`src/spims_pkg.sv`:
```
// ----------------------------------------------------------------------------
// SPI master request sequencer package
// Item and result types, queue entry and control types, and command codes.
// ----------------------------------------------------------------------------
package spims_pkg;

  localparam int QUEUE_DEPTH_DEF = 8;

  localparam logic [1:0] MODE_ENQUEUE = 2'd0;
  localparam logic [1:0] MODE_START   = 2'd1;
  localparam logic [1:0] MODE_BYTE    = 2'd2;

  localparam logic [1:0] CS_NONE    = 2'd0;
  localparam logic [1:0] CS_LOW     = 2'd1;
  localparam logic [1:0] CS_RELEASE = 2'd2;

  localparam logic [1:0] TX_NONE  = 2'd0;
  localparam logic [1:0] TX_BUF   = 2'd1;
  localparam logic [1:0] TX_DUMMY = 2'd2;

  typedef struct packed {
    logic [1:0]  mode;
    logic [7:0]  cs_mask;
    logic [15:0] send_len;
    logic [15:0] recv_len;
    logic        hold_cs;
    logic [7:0]  rx_byte;
  } req_item_t;

  typedef struct packed {
    logic        accepted;
    logic [1:0]  cs_action;
    logic [7:0]  cs_out;
    logic [1:0]  tx_kind;
    logic [15:0] tx_index;
    logic        rx_store;
    logic [15:0] rx_index;
    logic [7:0]  rx_data;
    logic        done_res;
    logic        busy_res;
  } res_item_t;

  typedef struct packed {
    logic [7:0]  cs;
    logic [15:0] send_len;
    logic [15:0] recv_len;
    logic        raise;
  } entry_t;

  typedef struct packed {
    logic   push;
    logic   pop;
    entry_t wr_entry;
  } q_ctrl_t;

  typedef struct packed {
    logic   empty;
    logic   full;
    entry_t front;
  } q_status_t;

endpackage

```
`src/spims_ram.sv`:
```
// ----------------------------------------------------------------------------
// Generic RAM
// One write port and one read port with registered read data.
// ----------------------------------------------------------------------------
module spims_ram #(
  parameter int WIDTH = 8,
  parameter int DEPTH = 8
) (
  input  logic                     clk,
  input  logic                     wr_en,
  input  logic [$clog2(DEPTH)-1:0] wr_addr,
  input  logic [WIDTH-1:0]         wr_data,
  input  logic [$clog2(DEPTH)-1:0] rd_addr,
  output logic [WIDTH-1:0]         rd_data
);

  logic [WIDTH-1:0] mem [DEPTH];

  always_ff @(posedge clk) begin
    if (wr_en) begin
      mem[wr_addr] <= wr_data;
    end
    rd_data <= mem[rd_addr];
  end

endmodule

```
`src/spims_queue.sv`:
```
// ----------------------------------------------------------------------------
// Request queue
// Counted ring of requests held in RAM, with the front entry always presented.
// ----------------------------------------------------------------------------
module spims_queue #(
  parameter int QUEUE_DEPTH = spims_pkg::QUEUE_DEPTH_DEF
) (
  input  logic                  clk,
  input  logic                  rst,
  input  spims_pkg::q_ctrl_t    ctrl,
  output spims_pkg::q_status_t  status
);

  import spims_pkg::*;

  localparam int PTR_W = $clog2(QUEUE_DEPTH);
  localparam int CNT_W = $clog2(QUEUE_DEPTH + 1);
  localparam logic [PTR_W-1:0] LAST = PTR_W'(QUEUE_DEPTH - 1);

  logic [PTR_W-1:0] head, head_next, tail, tail_next;
  logic [CNT_W-1:0] count, count_next;
  logic             byp_valid;
  entry_t           byp_data;
  logic [$bits(entry_t)-1:0] ram_rd;

  always_comb begin
    head_next  = head;
    tail_next  = tail;
    count_next = count;
    if (ctrl.pop) begin
      head_next  = (head == LAST) ? '0 : head + 1'b1;
      count_next = count - 1'b1;
    end
    if (ctrl.push) begin
      tail_next  = (tail == LAST) ? '0 : tail + 1'b1;
      count_next = count + 1'b1;
    end
  end

  always_ff @(posedge clk) begin
    if (rst) begin
      head      <= '0;
      tail      <= '0;
      count     <= '0;
      byp_valid <= 1'b0;
    end else begin
      head      <= head_next;
      tail      <= tail_next;
      count     <= count_next;
      // A write into the slot about to become the front is not yet visible
      // through the RAM read port, so it is forwarded for one cycle.
      byp_valid <= ctrl.push && (tail == head_next);
    end
  end

  always_ff @(posedge clk) begin
    byp_data <= ctrl.wr_entry;
  end

  spims_ram #(
    .WIDTH ($bits(entry_t)),
    .DEPTH (QUEUE_DEPTH)
  ) u_ram (
    .clk     (clk),
    .wr_en   (ctrl.push),
    .wr_addr (tail),
    .wr_data (ctrl.wr_entry),
    .rd_addr (head_next),
    .rd_data (ram_rd)
  );

  assign status.empty = (count == '0);
  assign status.full  = (count == CNT_W'(QUEUE_DEPTH));
  assign status.front = byp_valid ? byp_data : entry_t'(ram_rd);

endmodule

```
`src/spims_xfer.sv`:
```
// ----------------------------------------------------------------------------
// Transfer sequencer
// Decodes one item, tracks byte counts of the front request, builds the result.
// ----------------------------------------------------------------------------
module spims_xfer (
  input  logic                  clk,
  input  logic                  rst,
  input  logic                  take,
  input  spims_pkg::req_item_t  item,
  input  spims_pkg::q_status_t  qstat,
  output spims_pkg::q_ctrl_t    qctrl,
  output spims_pkg::res_item_t  result
);

  import spims_pkg::*;

  logic [15:0] sent_count, sent_next;
  logic [15:0] recv_count, recv_next;
  logic        active, active_next;

  always_comb begin
    result      = '0;
    qctrl       = '0;
    sent_next   = sent_count;
    recv_next   = recv_count;
    active_next = active;

    qctrl.wr_entry.cs       = item.cs_mask;
    qctrl.wr_entry.send_len = item.send_len;
    qctrl.wr_entry.recv_len = item.recv_len;
    qctrl.wr_entry.raise    = ~item.hold_cs;

    case (item.mode)
      MODE_ENQUEUE: begin
        if (!qstat.full) begin
          qctrl.push      = take;
          result.accepted = 1'b1;
        end
      end
      MODE_START: begin
        if (!qstat.empty) begin
          result.accepted  = 1'b1;
          result.cs_action = CS_LOW;
          result.cs_out    = qstat.front.cs;
          recv_next        = '0;
          active_next      = 1'b1;
          // With nothing to send a dummy byte still clocks the bus.
          if (qstat.front.send_len != '0) begin
            result.tx_kind = TX_BUF;
            sent_next      = 16'd1;
          end else begin
            result.tx_kind = TX_DUMMY;
            sent_next      = '0;
          end
        end
      end
      MODE_BYTE: begin
        if (active) begin
          if (recv_count < qstat.front.recv_len) begin
            result.rx_store = 1'b1;
            result.rx_index = recv_count;
            result.rx_data  = item.rx_byte;
            recv_next       = recv_count + 1'b1;
          end
          if (sent_count < qstat.front.send_len) begin
            result.tx_kind  = TX_BUF;
            result.tx_index = sent_count;
            sent_next       = sent_count + 1'b1;
          end else if (recv_next < qstat.front.recv_len) begin
            result.tx_kind = TX_DUMMY;
          end
          if (sent_next >= qstat.front.send_len && recv_next >= qstat.front.recv_len) begin
            if (qstat.front.raise) begin
              result.cs_action = CS_RELEASE;
              result.cs_out    = qstat.front.cs;
            end
            result.done_res = 1'b1;
            qctrl.pop       = take;
            active_next     = 1'b0;
          end
        end
      end
      default: begin
      end
    endcase

    result.busy_res = active_next;
  end

  always_ff @(posedge clk) begin
    if (rst) begin
      sent_count <= '0;
      recv_count <= '0;
      active     <= 1'b0;
    end else if (take) begin
      sent_count <= sent_next;
      recv_count <= recv_next;
      active     <= active_next;
    end
  end

endmodule

```
`src/spi_master_request_sequencer.sv`:
```
// ----------------------------------------------------------------------------
// SPI master request sequencer
// Queues SPI transactions and steps the front one through its bytes.
// ----------------------------------------------------------------------------
// The block takes one item per clock cycle and returns exactly one result for
// each, registered when the transaction is taken; a new item is let
// in while the output register is empty or in the cycle its result is taken,
// and is held off while a result waits. Requests sit in a QUEUE_DEPTH-entry
// RAM read at the next head pointer through its single read port. Queue slots
// need no clearing after reset, so the block is ready from the first cycle out
// of reset.
// Buffer data stays outside; only indices, the chip-select mask, the received
// byte and control flags are given out.
module spi_master_request_sequencer #(
  parameter int QUEUE_DEPTH = spims_pkg::QUEUE_DEPTH_DEF
) (
  input  logic                  clk,
  input  logic                  rst,
  input  logic                  in_valid,
  output logic                  in_ready,
  input  spims_pkg::req_item_t  in_data,
  output logic                  out_valid,
  input  logic                  out_ready,
  output spims_pkg::res_item_t  out_data
);

  import spims_pkg::*;

  logic      take;
  q_ctrl_t   qctrl;
  q_status_t qstat;
  res_item_t result;

  assign in_ready = !out_valid || out_ready;
  assign take     = in_valid && in_ready;

  spims_queue #(
    .QUEUE_DEPTH (QUEUE_DEPTH)
  ) u_queue (
    .clk    (clk),
    .rst    (rst),
    .ctrl   (qctrl),
    .status (qstat)
  );

  spims_xfer u_xfer (
    .clk    (clk),
    .rst    (rst),
    .take   (take),
    .item   (in_data),
    .qstat  (qstat),
    .qctrl  (qctrl),
    .result (result)
  );

  always_ff @(posedge clk) begin
    if (rst) begin
      out_valid <= 1'b0;
    end else if (take) begin
      out_valid <= 1'b1;
    end else if (out_ready) begin
      out_valid <= 1'b0;
    end
  end

  always_ff @(posedge clk) begin
    if (take) begin
      out_data <= result;
    end
  end

endmodule
```
`config.mk`:
```
export PLATFORM = sky130hd
export DESIGN_NAME = spi_master_request_sequencer
export DESIGN_NICKNAME = d
export VERILOG_FILES = /design/src/spims_pkg.sv /design/src/spims_ram.sv /design/src/spims_queue.sv /design/src/spims_xfer.sv /design/src/spi_master_request_sequencer.sv
export SDC_FILE = /design/constraint.sdc
export NUM_CORES = 1
export LEC_CHECK = 0
export ABC_AREA = 1
export BUFFER_PORTS_ARGS = -buffer_cell sky130_fd_sc_hd__buf_4
export CAP_MARGIN = 20
export CORE_ASPECT_RATIO = 1.25
export CORE_MARGIN = 2
export CORE_UTILIZATION = 40
export DETAILED_ROUTE_END_ITERATION = 10
export PLACE_DENSITY = 0.68
export SKIP_CTS_REPAIR_TIMING = 1
export SYNTH_ARGS = -nofsm -noshare
export SYNTH_HDL_FRONTEND = slang
export SYNTH_SLANG_ARGS = --single-unit
```
`constraint.sdc`:
```
create_clock -name clk -period 7.95 [get_ports clk]
set_input_delay 1.1925 -clock clk [delete_from_list [all_inputs] [get_ports clk]]
set_output_delay 1.1925 -clock clk [all_outputs]
set_load 0.1 [all_outputs]
```
* Yosys cells after proc, flatten, opt, wreduce, memory -nomap -nowiden
Memory sizes are Yosys's and may differ from the RTL's. A register that Yosys moved wholly into a read port is not among the register bits.
Cells that the tools add are included.
** Storage, ports and cells
- Logic and storage cells :: 103
- Memory bits (writable) :: 328
- Output and inout bits :: 58
- Register bits after elaboration :: 142
- Input port bits :: 55
- Memories :: 1
** Operators by class
- Magnitude comparators :: 5
- Reduce and logical (&&, ||, !) cells :: 15
- Add/subtract/negate cells :: 6
- Bitwise logic cells :: 1
- Muxes and demuxes :: 45
- Eq/ne operators :: 8
** Memories
- u_queue.u_ram.mem :: depth 8, bits a word 41, rd ports 1, clocked after Yosys merged registers in 1, wr ports 1, line spims_ram.sv:17 : logic [WIDTH-1:0] mem [DEPTH];
** Operator list (count)
- two-way mux 16 bit :: 11
- case mux 16 bit (2 select lines) :: 2
- two-way mux 54 bit :: 1
- less-than comparator 16 bit :: 3
- two-way mux 41 bit :: 1
- adder 16 x 1 -> 16 bit (second input constant) :: 2
- greater-or-equal comparator 16 bit :: 2
- two-way mux 25 bit :: 1
- case mux 12 bit (2 select lines) :: 1
- two-way mux 10 bit :: 2
- nonzero test 16 bit :: 1
- two-way mux 1 bit :: 15
- two-way mux 13 bit :: 1
- two-way mux 3 bit :: 3
- two-way mux 4 bit :: 2
- adder 3 x 1 -> 3 bit (second input constant) :: 2
- equality test 3 bit (second input constant) :: 2
- two-way mux 2 bit :: 3
- AND reduction 3 bit :: 2
- nonzero test 2 bit :: 3
- adder 4 x 1 -> 4 bit (second input constant) :: 1
- equality test 4 bit (second input constant) :: 1
- logical NOT 4 bit :: 1
- case mux 1 bit (2 select lines) :: 2
- other kinds (13) :: 15

* Longest topological paths before layout
Gate-level depths: netlist of the first run.
- Word-level depth :: 13
- Depth in mapped cells :: 35
- Gate-level depth less buffers :: 33

* By module
Synthesis of the first run repeated with hierarchy kept, for this count alone.
** Second synthesis, totals
- Cell total of the unflattened synthesis :: 2495
- Area total of the unflattened synthesis :: 23964.2 um^2
** By module, submodules not included
- spims_ram :: area an instance 15182.1 um^2, cells an instance 1476, sequential area each 10670.2 um^2, instances 1
- spims_xfer :: area an instance 5057.4 um^2, cells an instance 788, sequential area each 660.6 um^2, instances 1
- spims_queue :: area an instance 1995.7 um^2, cells an instance 169, sequential area each 1041.0 um^2, instances 1
- spi_master_request_sequencer :: area an instance 1729.2 um^2, cells an instance 62, sequential area each 1701.6 um^2, instances 1

* Least setup slack after synthesis of the first run
Ideal clock, no wire load.
- Path kind :: input to register
- Start point :: in out_ready
- End point :: mem u_queue.u_ram.mem[1][0] (netlist bit) (enable)
- Setup slack :: 2.902 ns
- Cell stages on the path :: 9
- Data required time :: 7.511 ns
- Arrival :: 4.609 ns
- Setup time :: 0.439 ns
- Buffers on the path :: 1
- Path through :: inv_1 nand2_1 nand2_1 nor2_1 inv_1 clkbuf_1 nor2_1 inv_1 nor2_1
** Between the ends
- Cells in the longest elaborated chain, start to end :: 6
** RTL lines
- from (decl) :: line spi_master_request_sequencer.sv:23 : input logic out_ready,
- logical OR 1 bit :: line spi_master_request_sequencer.sv:34 : assign in_ready = !out_valid || out_ready;
- via in_ready :: line spi_master_request_sequencer.sv:20 : output logic in_ready,
- logical AND 1 bit :: line spi_master_request_sequencer.sv:35 : assign take = in_valid && in_ready;
- two-way mux 1 bit :: line spims_xfer.sv:35 : if (!qstat.full) begin
- two-way mux 1 bit :: line spims_xfer.sv:33 : case (item.mode)
- two-way mux 1 bit :: line spims_ram.sv:20 : if (wr_en) begin
- two-way mux 1 bit (not written as such) :: line spims_ram.sv:21 : mem[wr_addr] <= wr_data;
- to (decl) :: line spims_ram.sv:17
The timed path passes the listed nets, and every way through them passes these cells.

* Worst setup path after layout of the first run
- Start point :: reg u_queue.byp_valid
- End point :: reg u_queue.u_ram.rd_data[16], read port of u_queue.u_ram.mem
** Between the ends
- Cells in the longest elaborated chain, start to end :: 11
- Elaborated cells between the ends (all ways) :: 16
- Those cells by class :: 4 x order compare; 11 x mux; 1 x reduce/logical
** RTL lines
- from (decl) :: line spims_queue.sv:22 : logic byp_valid;
- from (signal assigned) :: line spims_queue.sv:52 : byp_valid <= ctrl.push && (tail == head_next);
- two-way mux 41 bit * :: line spims_queue.sv:74 : assign status.front = byp_valid ? byp_data : entry_t'(ram_rd);
- less-than comparator 16 bit (on tied branches) :: line spims_xfer.sv:65, spims_xfer.sv:59
- two-way mux 16 bit (on tied branches) :: line spims_xfer.sv:65, spims_xfer.sv:59
- two-way mux 16 bit :: line spims_xfer.sv:58 : if (active) begin
- two-way mux 16 bit :: line spims_xfer.sv:33
- greater-or-equal comparator 16 bit :: line spims_xfer.sv:72 : if (sent_next >= qstat.front.send_len && recv_next >= qstat.front.recv_len) begin
- logical AND 1 bit * :: line spims_xfer.sv:72
- two-way mux 1 bit * :: line spims_xfer.sv:72
- two-way mux 1 bit * :: line spims_xfer.sv:58
- two-way mux 1 bit * :: line spims_xfer.sv:33
- two-way mux 3 bit * :: line spims_queue.sv:30 : if (ctrl.pop) begin
- to (decl) :: line spims_ram.sv:14 : output logic [WIDTH-1:0] rd_data
Mark *: on every way between the ends. The rest lies on a longest branch, timed or not. The select of a mux whose other input is x is not followed.
A chain may end at the register's enable or synchronous reset.

==> results of run 1 <==
## final cells by class
type | instances | area [sq um]
fillers | 5176 | 31660
flip-flops and latches | 511 | 14070
multi-input cells | 1366 | 7152
inverters | 406 | 1524
clock buffers | 63 | 1329
repair buffers | 141 | 1071
well taps | 757 | 947.2
clock inverters | 24 | 336.6
diodes | 1 | 2.502
## sequential cells by signal (all words and copies together) (netlist names), 3 cells and up
| register | count |
|---|---|
| out_data | 56 |
| u_queue.byp_data | 41 |
| u_queue.count | 4 |
| u_queue.head | 3 |
| u_queue.tail | 3 |
| u_queue.u_ram.mem | 328 |
| u_queue.u_ram.rd_data | 41 |
| u_xfer.recv_count | 16 |
| u_xfer.sent_count | 16 |
## power by group through the flow
stage / Combinational [uW] / Clock (uW) / Sequential (uW)
3_3_place_gp: 286 / 0 / 2980
4_1_cts: 293 / 2450 / 2930
2_1_floorplan: 79.1 / 0 / 3090
6_report: 290 / 2410 / 2930
3_5_place_dp: 292 / 0 / 2980
5_1_grt: 312 / 2540 / 2930
## cells by family after synthesis
logic type,Yosys count
mux,38
flops,511
xor+xnor,26
buf+inv,513
fa+ha+maj,74
simple gates,1129
compound gates,99
## worst max-delay path, cell delays in order (launching register included)
cell      delay [ns]
dfxtp_2         0.95
mux2i_1         0.66
ha_1            0.38
nand2_1         0.08
nor2_1          0.05
a211oi_1        0.15
o21ai_0         0.11
nand2_1         0.47
nand2_2         0.39
nand2_1         0.17
nand2_1         0.06
inv_1           0.08
ha_1            0.23
nand2_1         0.09
inv_1           0.04
nand2_1         0.05
nand2_1         0.05
a21oi_1         0.30
nand4_2         0.23
nand4_4         0.18
nand2_2         0.38
nand2_2         0.21
buf_4           0.55
nand2_1         0.14
nand3_1         0.11
nand2_1         0.08
nand2_1         0.06
nand2_1         0.05
## final timing paths
check	slack [ns]	cells past startpoint	to
hold reg to reg	0.50	2	u_xfer.recv_count[15]
setup reg to reg	1.46	27	u_queue.u_ram.rd_data[16]
setup / recovery	1.46	27	u_queue.u_ram.rd_data[16]
hold / removal	0.50	2	u_xfer.recv_count[15]
## per-layer routing
metal  vias to the layer above  global-route usage (%)  part of all wire (%)
met2                       598                   32.21                    49
met4                         4                   8.142                   3.7
met5                         -                       0                 0.053
met3                       133                   2.873                   6.6
met1                      7785                   22.55                    40
li1                       7961                       -                     -
## Yosys cell counts, types with 12 or more instances
cell type	n	area, sq um
a21oi_1	65	325.3
buf_2	38	190.2
buf_4	13	97.59
buf_6	27	304.0
clkbuf_1	24	90.09
dfxtp_1	127	2542
edfxtp_1	384	11530
ha_1	73	913.4
inv_1	402	1509
mux2i_1	38	380.4
nand2_1	583	2188
nand3_1	351	1757
nand3b_1	44	330.3
nand4_1	12	75.07
nor2_1	94	352.8
nor3_1	24	120.1
o21ai_0	18	90.09
xor2_1	24	210.2
## through the flow
| step | total power [uW] | cell area [sq um] | instances | utilization, % |
|---|---|---|---|---|
| 2_1_floorplan | 3165 | 23380 | 2390 | - |
| 3_3_place_gp | 3268 | 24770 | 3181 | 42.64 |
| 3_5_place_dp | 3276 | 24770 | 3181 | 42.64 |
| 4_1_cts | 5665 | 26430 | 3268 | 45.50 |
| 5_1_grt | 5782 | 26430 | 3268 | 45.50 |
| 6_report | 5626 | 26440 | 3269 | 45.51 |
==> flow_metrics.env, run 1 <==
export IMPL_status="complete, no violations"
export IMPL_r2r_start="u_queue.byp_valid"
export IMPL_ir_worst_vdd_uv=155.9
export IMPL_p_clk_share_pct=42.8
export IMPL_rows=99
export IMPL_drc=0
export IMPL_tritoncts_num_buffers=47
export IMPL_gp_congestion=0.9015
export IMPL_place_ws_ns=1.520
export IMPL_numPortBuffers=112
export IMPL_p_per_area_mw_per_mm2=212.8
export IMPL_drtIter0Drc=1358
export IMPL_min_path_type="reg -> reg"
export IMPL_worstSetupPathType="reg -> reg"
export IMPL_p_leak_uw=0.01153
export IMPL_synth_compound_gate_area_share_pct=2.296
export IMPL_ys_types=41
export IMPL_fin_ws_ns=1.460
export IMPL_wl_microns=56160
export IMPL_crit_arrival_ns=6.96
export IMPL_grt_usage_pct=18.50
export IMPL_synth_simple_gate_area_share_pct=21.39
export IMPL_ys_async_sr_fraction_pct=0
export IMPL_finalHoldViolations=0
export IMPL_yosys_area_share_xor_xnor_pct=0.9741
export IMPL_insertion_delay_ns=0.59
export IMPL_seqPwrFrac_pct=52.0
export IMPL_final_common_cell="nand2_1"
export IMPL_cts_clk_slew_worst_paths_ns=0.06
export IMPL_relSlewSlack_pct=30.58
export IMPL_cts_root_buffer="clkbuf_16"
export IMPL_synth_nets=2519
export IMPL_timing_final_crit_share_pct=81.64
export IMPL_p_int_uw=4366
export IMPL_cts_tree="built"
export IMPL_crit_path_start_kind="flip-flop"
export IMPL_syn2layout_area_growth_pct=13.09
export IMPL_yosys_warnings=0
export IMPL_synth_top_family_by_area="simple AND/OR/NAND/NOR gates"
export IMPL_fmax_mhz=154.1
export IMPL_core_sq_mm=0.05809
export IMPL_finalSetupTns_ns=0
export IMPL_pin_count=113
export IMPL_dieArea_sq_mm=0.06041
export IMPL_critPathMaxFanout=51
export IMPL_final_setup_viol_count=0
export IMPL_ys_ff_latch=511
export IMPL_drv_cap=0
export IMPL_synth_fa_ha_area_share_pct=3.993
export IMPL_cts_sinks=511
export IMPL_grt_pass1_vias=16059
export IMPL_grt_max_degree=84
export IMPL_final_cell_mix="nand2_1 (580), inv_1 (402), edfxtp_1 (384), nand3_1 (351), buf_4 (140)"
export IMPL_drv_slew=0
export IMPL_synth_enable_flop_cells=384
export IMPL_crit_start="u_queue.byp_valid"
export IMPL_start_util_pct=40.24
export IMPL_layout_drive_gt1_share_pct=9.837
export IMPL_antenna_found_initial=3
export IMPL_nets=2602
export IMPL_hold_start="u_xfer.recv_count[15]"
export IMPL_die_w_microns=220.2
export IMPL_final_antenna_net_count=0
export IMPL_rsz0062_at_grt="false"
export IMPL_synthCells=2390
export IMPL_synth_seq_area_share_pct=60.20
export IMPL_dp_hpwl_microns=35100
export IMPL_clock_skew_ns=0.02319
export IMPL_switchingPower_uw=1260
export IMPL_viasPerCell=5.042
export IMPL_worst_pin_slew_ns=1.041
export IMPL_cp_required_ns=8.42
export IMPL_cts_htree_levels=2
export IMPL_final_min_clock_period_ns=6.490
export IMPL_cts_buffer_depth=3
export IMPL_avgSynthCellArea_sq_um=9.781
export IMPL_via_count=16481
export IMPL_synthMuxAreaShare_pct=1.627
export IMPL_hold_slack_ns=0.4991
export IMPL_drt_pass1_iterations=5
export IMPL_grt_overflow_total=0
export IMPL_switching_share_pct=22.40
export IMPL_syn_cell_area_sq_mm=0.02338
export IMPL_die_height_microns=274.3
export IMPL_cp_end_kind="flip-flop"
export IMPL_synthFlopType="edfxtp_1"
export IMPL_power_frac_comb_pct=5.2
export IMPL_grt_pass1_wl_microns=87160
export IMPL_wl_per_cell_microns=17.18
Power figures use the tool's default switching activity.
==> inputs of run 2 (changes only) <==
clock period = 6.15 ns   (was 7.95 ns; I/O delays follow)
==> run 2 against run 1 <==
  * Core utilization grew 0.42 points
  * Clock skew down 0.0073 ns
  * Setup slack worse by 0.69 ns
  * Sequential power rose by 29%
  * Design area up 0.92%
  * Critical path type unchanged
  * Highest routed layer unchanged
==> flow_metrics.env, run 2 (synthesized netlist as in run 1, its figures left out) <==
export IMPL_cts_tree="built"
export IMPL_fmax_mhz=185.8
export IMPL_cp_slowest_cell="dfxtp_2"
export IMPL_insertion_delay_ns=0.58
export IMPL_critPathMaxFanout=38
export IMPL_cts_buffer_depth=3
export IMPL_start_util_pct=40.24
export IMPL_finalSetupTns_ns=0
export IMPL_ir_worst_vdd_uv=191.8
export IMPL_grt_usage_pct=18.97
export IMPL_slowest_delay_ns=0.66
export IMPL_pin_count=113
export IMPL_grt_overflow_total=0
export IMPL_core_sq_mm=0.05809
export IMPL_cts_clk_slew_worst_paths_ns=0.07
export IMPL_nets=2620
export IMPL_gp_congestion=0.8590
export IMPL_drv_cap=0
export IMPL_numPlacedInstances=3197
export IMPL_post_route_util_pct=45.93
export IMPL_syn2layout_area_growth_pct=14.13
export IMPL_grt_max_degree=84
export IMPL_cts_htree_levels=2
export IMPL_rsz0062_at_grt="false"
export IMPL_fillers=5247
export IMPL_regMostFlops="u_queue.u_ram.mem"
export IMPL_rows=99
export IMPL_cp_required_ns=6.62
export IMPL_tritoncts_num_buffers=47
export IMPL_viasPerCell=5.012
export IMPL_critPathTopFamily="simple AND/OR/NAND/NOR gates"
export IMPL_final_setup_viol_count=0
export IMPL_via_count=16475
export IMPL_layout_cells_non_filler=3287
export IMPL_crit_arrival_ns=5.85
export IMPL_final_antenna_net_count=0
export IMPL_grt_pass1_wl_microns=89160
export IMPL_finalHoldViolations=0
export IMPL_numPortBuffers=112
export IMPL_p_leak_uw=0.01166
export IMPL_die_height_microns=274.3
export IMPL_worstSetupPathType="reg -> reg"
export IMPL_crit_path_frequent_cell="nand2_1"
export IMPL_drv_slew=0
export IMPL_clock_skew_ns=0.01588
export IMPL_drt_pass1_iterations=5
export IMPL_hold_slack_ns=0.5050
export IMPL_cts_root_buffer="clkbuf_16"
export IMPL_p_per_area_mw_per_mm2=266.7
export IMPL_die_w_microns=220.2
export IMPL_final_cell_mix="nand2_1 (580), inv_1 (402), edfxtp_1 (384), nand3_1 (351), buf_4 (143)"
export IMPL_wl_per_cell_microns=17.52
export IMPL_largest_reg_flops=328
export IMPL_dp_hpwl_microns=36090
export IMPL_crit_path_start_kind="flip-flop"
export IMPL_grt_pass1_vias=15933
export IMPL_critPathBufInv=5
export IMPL_min_path_type="in -> reg"
export IMPL_cp_end_kind="flip-flop"
export IMPL_reg_top3="u_queue.u_ram.mem (328), out_data (56)"
export IMPL_status="complete, no violations"
export IMPL_worst_pin_slew_ns=1.116
export IMPL_layout_drive_gt1_share_pct=10.56
export IMPL_antenna_found_initial=3
export IMPL_wl_microns=57580
export IMPL_cts_sinks=511
export IMPL_fin_ws_ns=0.7687
export IMPL_final_common_cell="nand2_1"
export IMPL_relSlewSlack_pct=25.40
export IMPL_place_ws_ns=0.8141
export IMPL_dieArea_sq_mm=0.06041
export IMPL_timing_final_crit_share_pct=87.50
export IMPL_final_min_clock_period_ns=5.381
export IMPL_drc=0
export IMPL_drtIter0Drc=1189
-- run 2: cell count changes in the layout (fill, tap and decap cells not counted), sizes merged --
cell,before,now
clkinvlp,1,3
bufinv,6,4
clkbuf,63,54
clkinv,13,26
buf,141,159
inv,410,406
-- run 2: layer usage --
| metal | part of all wire, % | global-route usage (%) |
|---|---|---|
| met1 | 41 | 23.72 |
| met2 | 50 | 33.26 |
| met3 | 6.9 | 2.906 |
| met4 | 2.6 | 6.429 |
| met5 | 0.043 | 0 |
-- run 2: layout make-up --
cell class | count | area, sq um | area share, %
Sequential cell | 511 | 14070 | 52.75
Multi-Input combinational cell | 1366 | 7152 | 26.81
Inverter | 406 | 1524 | 5.712
Timing Repair Buffer | 159 | 1409 | 5.280
Clock buffer | 54 | 1245 | 4.666
Tap cell | 757 | 947.2 | 3.550
Clock inverter | 33 | 326.6 | 1.224
Antenna cell | 1 | 2.502 | 0.009379
-- run 2: worst paths after layout --
path / startpoint / endpoint / slack (ns) / cells after the start
min reg2reg: u_xfer.recv_count[15] / u_xfer.recv_count[15] / 0.51 / 2
max reg2reg: u_queue.byp_valid / u_queue.u_ram.rd_data[10] / 0.77 / 29
max: u_queue.byp_valid / u_queue.u_ram.rd_data[10] / 0.77 / 29
min: in_data[35] / u_queue.byp_data[27] / 0.51 / 1
-- run 2: per-stage QoR --
stage	power, uW	area (sq um)
6_report	7116	26680
5_1_grt	7338	26680
4_1_cts	7169	26620
3_5_place_dp	4236	25050
3_3_place_gp	4227	25050
2_1_floorplan	4092	23380
-- run 2: where the power goes --
group | internal (uW) | total [uW] | switching (uW)
combinational | 89.6 | 376 | 287
clock | 1640 | 2960 | 1310
sequential | 3760 | 3780 | 22.9
